[src/design/hsc_pkg.sv]
`default_nettype none
package hsc_pkg;

    localparam int unsigned PREFIX_LEN = 13;
    localparam int unsigned LEN_SAT    = 14;
    localparam int unsigned VER_POS    = 7;

    localparam logic [7:0] CH_CR    = 8'h0d;
    localparam logic [7:0] CH_LF    = 8'h0a;
    localparam logic [7:0] CH_UPA   = 8'h41;
    localparam logic [7:0] CH_UPZ   = 8'h5a;
    localparam logic [7:0] CASE_OFS = 8'h20;
    localparam logic [7:0] CH_ZERO  = 8'h30;
    localparam logic [7:0] CH_ONE   = 8'h31;

    typedef enum logic [1:0] {
        PH_HEADERS   = 2'd0,
        PH_BODY      = 2'd1,
        PH_CONFIRMED = 2'd2,
        PH_REJECTED  = 2'd3
    } phase_t;

    typedef struct packed {
        phase_t     phase;
        logic       status_accepted;
        logic [3:0] line_length;
        logic       prefix_matches;
        logic       line_is_lone_cr;
        logic       previous_was_cr;
    } chk_state_t;

    localparam chk_state_t STATE_RESET = '{
        phase:           PH_HEADERS,
        status_accepted: 1'b0,
        line_length:     4'd0,
        prefix_matches:  1'b1,
        line_is_lone_cr: 1'b0,
        previous_was_cr: 1'b0
    };

    // lower-case status prefix, version digit handled separately
    function automatic logic [7:0] prefix_char(input logic [3:0] pos);
        logic [7:0] ch;
        begin
            case (pos)
                4'd0:    ch = 8'h68; // h
                4'd1:    ch = 8'h74; // t
                4'd2:    ch = 8'h74; // t
                4'd3:    ch = 8'h70; // p
                4'd4:    ch = 8'h2f; // /
                4'd5:    ch = 8'h31; // 1
                4'd6:    ch = 8'h2e; // .
                4'd7:    ch = 8'h30; // 0
                4'd8:    ch = 8'h20; // space
                4'd9:    ch = 8'h32; // 2
                4'd10:   ch = 8'h30; // 0
                4'd11:   ch = 8'h30; // 0
                4'd12:   ch = 8'h20; // space
                default: ch = 8'h00;
            endcase
            return ch;
        end
    endfunction

endpackage
`default_nettype wire

[src/design/hsc_step.sv]
`default_nettype none
module hsc_step
    import hsc_pkg::*;
(
    input  wire chk_state_t cur_state,
    input  wire logic [7:0] data_byte,
    input  wire logic       restart,
    output chk_state_t      next_state,
    output logic [1:0]      status,
    output logic            status_changed
);

    chk_state_t s;
    logic [7:0] folded;
    logic       fits;
    logic       is_empty;

    always_comb begin
        s = restart ? STATE_RESET : cur_state;
        next_state = s;

        folded = data_byte;
        if (data_byte >= CH_UPA && data_byte <= CH_UPZ) begin
            folded = data_byte + CASE_OFS;
        end

        if (s.line_length >= 4'(PREFIX_LEN)) begin
            fits = 1'b1;
        end else if (s.line_length == 4'(VER_POS)) begin
            fits = (folded == CH_ZERO) || (folded == CH_ONE);
        end else begin
            fits = (folded == prefix_char(s.line_length));
        end

        is_empty = (s.line_length == 4'd0) ||
                   (s.line_length == 4'd1 && s.line_is_lone_cr);

        case (s.phase)
            PH_HEADERS: begin
                if (data_byte == CH_LF) begin
                    if (is_empty) begin
                        next_state.phase = s.status_accepted ? PH_BODY : PH_REJECTED;
                        next_state.previous_was_cr = 1'b0;
                    end else if (!s.status_accepted) begin
                        if (s.line_length >= 4'(PREFIX_LEN) && s.prefix_matches) begin
                            next_state.status_accepted = 1'b1;
                        end else begin
                            next_state.phase = PH_REJECTED;
                        end
                    end
                    next_state.line_length     = 4'd0;
                    next_state.prefix_matches  = 1'b1;
                    next_state.line_is_lone_cr = 1'b0;
                end else begin
                    if (!fits) begin
                        next_state.prefix_matches = 1'b0;
                    end
                    next_state.line_is_lone_cr = (s.line_length == 4'd0) &&
                                                 (data_byte == CH_CR);
                    if (s.line_length < 4'(LEN_SAT)) begin
                        next_state.line_length = s.line_length + 4'd1;
                    end
                end
            end
            PH_BODY: begin
                if (data_byte == CH_LF && s.previous_was_cr) begin
                    next_state.phase = PH_CONFIRMED;
                end
                next_state.previous_was_cr = (data_byte == CH_CR);
            end
            default: begin
                // confirmed and rejected hold until restart
            end
        endcase

        status         = next_state.phase;
        status_changed = (next_state.phase != s.phase);
    end

endmodule
`default_nettype wire

[config.mk]
export PLATFORM = sky130hd
export DESIGN_NAME = hsc_step
export DESIGN_NICKNAME = d
export VERILOG_FILES = /design/src/design/hsc_pkg.sv /design/src/design/hsc_step.sv
export SDC_FILE = /design/constraint.sdc
export NUM_CORES = 1
export LEC_CHECK = 0
export ABC_CLOCK_PERIOD_IN_PS = 2300
export BUFFER_PORTS_ARGS = -buffer_cell sky130_fd_sc_hd__buf_2
export CAP_MARGIN = 5
export CORE_UTILIZATION = 30
export DETAILED_ROUTE_END_ITERATION = 12
export GPL_TIMING_DRIVEN = 1
export SLEW_MARGIN = 20
export SYNTH_ARGS = -nofsm -noshare
export SYNTH_HDL_FRONTEND = slang
export SYNTH_SLANG_ARGS = --single-unit
[constraint.sdc]
create_clock -name vclk -period 2.3
set_input_delay 0.345 -clock vclk [all_inputs]
set_output_delay 0.345 -clock vclk [all_outputs]
set_load 0.01 [all_outputs]
==> run_results.csv <==
group,metric,value,unit
run_status,status,"completed",
final_layout,final_nets,179,
timing,finalHoldViolCount,0,
synth,netlist_area,767.0,um2
routing,post_drt_wl_per_cell,13.60,um
final_layout,seq_cell_count,0,
floorplanning,die_w,52.57,um
setup_path,max_stage_delay,320,ps
setup_path,crit_path_start_kind,"input pin",
synth,syn_inst,116,
timing,maxSlewViolCount,0,
timing,finalCritPeriodShare,98.68,%
placement,io_buffers,32,
timing,rsz0062_at_grt,"true",
routing,viasPerCell,5.692,
grt,antenna_found_initial,0,
floorplanning,ios,32,
grt,grt_pass1_vias,970,
pwr,p_leak,0.5152,nW
synth,synth.top_cell.area_share,6.525,%
final_layout,n_clock_buffer,0,
timing,slew_headroom,67.42,%
final_layout,diodes,0,
timing,fmax,0.4406,GHz
final_layout,utilization,49.65,%
timing,tightest_slew,487.6,ps
floorplanning,num_rows,17,
placement,dp_hpwl,2025,um
floorplanning,dieArea,2763,um2
placement,placed_cells,180,
synth,synth_area_per_cell,6.612,um2
floorplanning,initial_core_util,33.08,%
setup_path,cp.arrival,1920,ps
setup_path,worstPathMaxFanout,3,
pwr,vdd_drop_max,113.8,uV
synth,ys_seq_area_share,0,%
grt,grt_max_degree,17,
routing,vias,1036,
synth,yosysWarnings,0,
pwr,power_density,176.8,nW/um2
placement,routabilityCongestion,0.8002,
synth,yosys-top-cells-count,"nand2_1, a21oi_1, o21ai_0, nand2b_1, nor2_1",
synth,yosysMostFrequentCell,"nand2_1",
grt,grt_first_pass_wirelength,4284,um
setup_path,worstSetupPathType,"input pin to output port",
final_layout,final_cell_count_no_fill,182,
floorplanning,fp.dieH,52.57,um
synth,ys_types,49,
grt,grt_usage,19.92,%
setup_path,cp-end-kind,"output port",
min_path,hp-class,"input pin to output port",
routing,drt_first_pass_iters,4,
routing,postRouteAntennaNets,0,
final_layout,regArea,0,um2
synth,yosys-top-cells-area,"ha_1, nand2b_1, a21oi_1, o21ai_0, nand2_1",
job,cap_violations,0,
setup_path,worst-path-buf-inv,2,
setup_path,cpMostUsedCell,"nor4_2",
routing,drt-initial-drc-count,9,
floorplanning,core_area,2318,um2
setup_path,crit_chain,"buf_6 > nand2b_4 > ha_4 > and2_1 > nor4_2 > o22ai_1 > nor4_2 > o21a_1 > buf_2",
timing,finalSetupViolCount,0,
setup_path,required,1960,ps
setup_path,crit_slowest_cell,"nor4_2",
routing,postRouteWirelength,2476,um
routing,drc,0,
final_layout,syn_to_final_growth,50.08,%
synth,yosysTopAreaCell,"ha_1",
final_layout,layout-drive-gt1-share,44.16,%
setup_path,critPathTopFamily,"simple AND/OR/NAND/NOR gates",
grt,globalRoute.totalOverflow,0,
timing,final.min_clock_period,2270,ps
synth,syn_nets,139,
timing,setup-tns-final,0,ps
## per-layer routing
layer  global-route usage (%)  part of all wire [%]  wire length, um
met5                        0                     0                0
met4                    2.193                  0.85               21
met3                    1.449                   4.0               99
met2                    36.92                    49             1215
met1                    25.34                    46             1140
## tightest hold or removal path, cell delays in order
cell      delay [ps]
buf_2             80
nand2b_1          70
o21ai_0           80
buf_2            130
## cell usage in the layout (no fill, tap or decap), types with 2 or more instances in the layout
cell type  instances
a211oi_1           2
a21oi_1            8
a31oi_1            2
and2_1             3
and3b_1            2
buf_2             31
buf_4             13
buf_6              2
ha_1               3
inv_1              6
nand2_1            9
nand2b_1           5
nand2b_4           2
nand3_1            2
nand3b_1           2
nand4_1            2
nor2_1             7
nor3_1             3
nor4_2             4
o21a_1             3
o21ai_0            8
o21bai_1           2
## final timing paths
kind	endpoint	slack [ps]	depth (start not counted)	from
min	next_state[7]	1050	4	cur_state[7]
max	next_state[2]	30	9	restart
## area by class of cell
class,count,area [um2]
tap,28,35.03
timing repair buffer,46,275.3
fill,240,1167
multi-input combinational,101,814.5
inverter,7,26.28
## what timing repair did
action | in CTS | in global routing
setup endpoints to repair | 1 | 4
hold buffers | 0 | 0
pin swaps | 5 | 7
setup buffers | 2 | 0
resized for setup | 6 | 11
## cell families after synthesis
| kind of cell | after synthesis | share of synthesized area [%] |
|---|---|---|
| and+or+nand+nor | 56 | 45.02 |
| AOI/OAI and AO/OA | 40 | 38.17 |
| buffers and inverters | 15 | 9.133 |
| xor gates and xnor gates | 1 | 1.142 |
| adders and majority gates | 4 | 6.526 |
## per-stage QoR
step | hold slack, ps | power, mW | setup WS [ps] | instance area, um2
after floorplan | 833.2 | 0.1112 | 9.476 | 812.0
after global placement | 1029 | 0.1753 | -28.68 | 1045
after detailed placement | 1044 | 0.1792 | -77.72 | 1045
after CTS | 1048 | 0.1889 | -19.67 | 1089
after global routing | 1083 | 0.2254 | -90.48 | 1151
final | 1047 | 0.2035 | 30.41 | 1151
## power by group
| part | internal [mW] | switching, mW |
|---|---|---|
| logic | 0.0967 | 0.107 |
| clock network | 0 | 0 |
| registers | 0 | 0 |
| total | 0.0967 | 0.107 |
(Power assumes the default switching activity.)
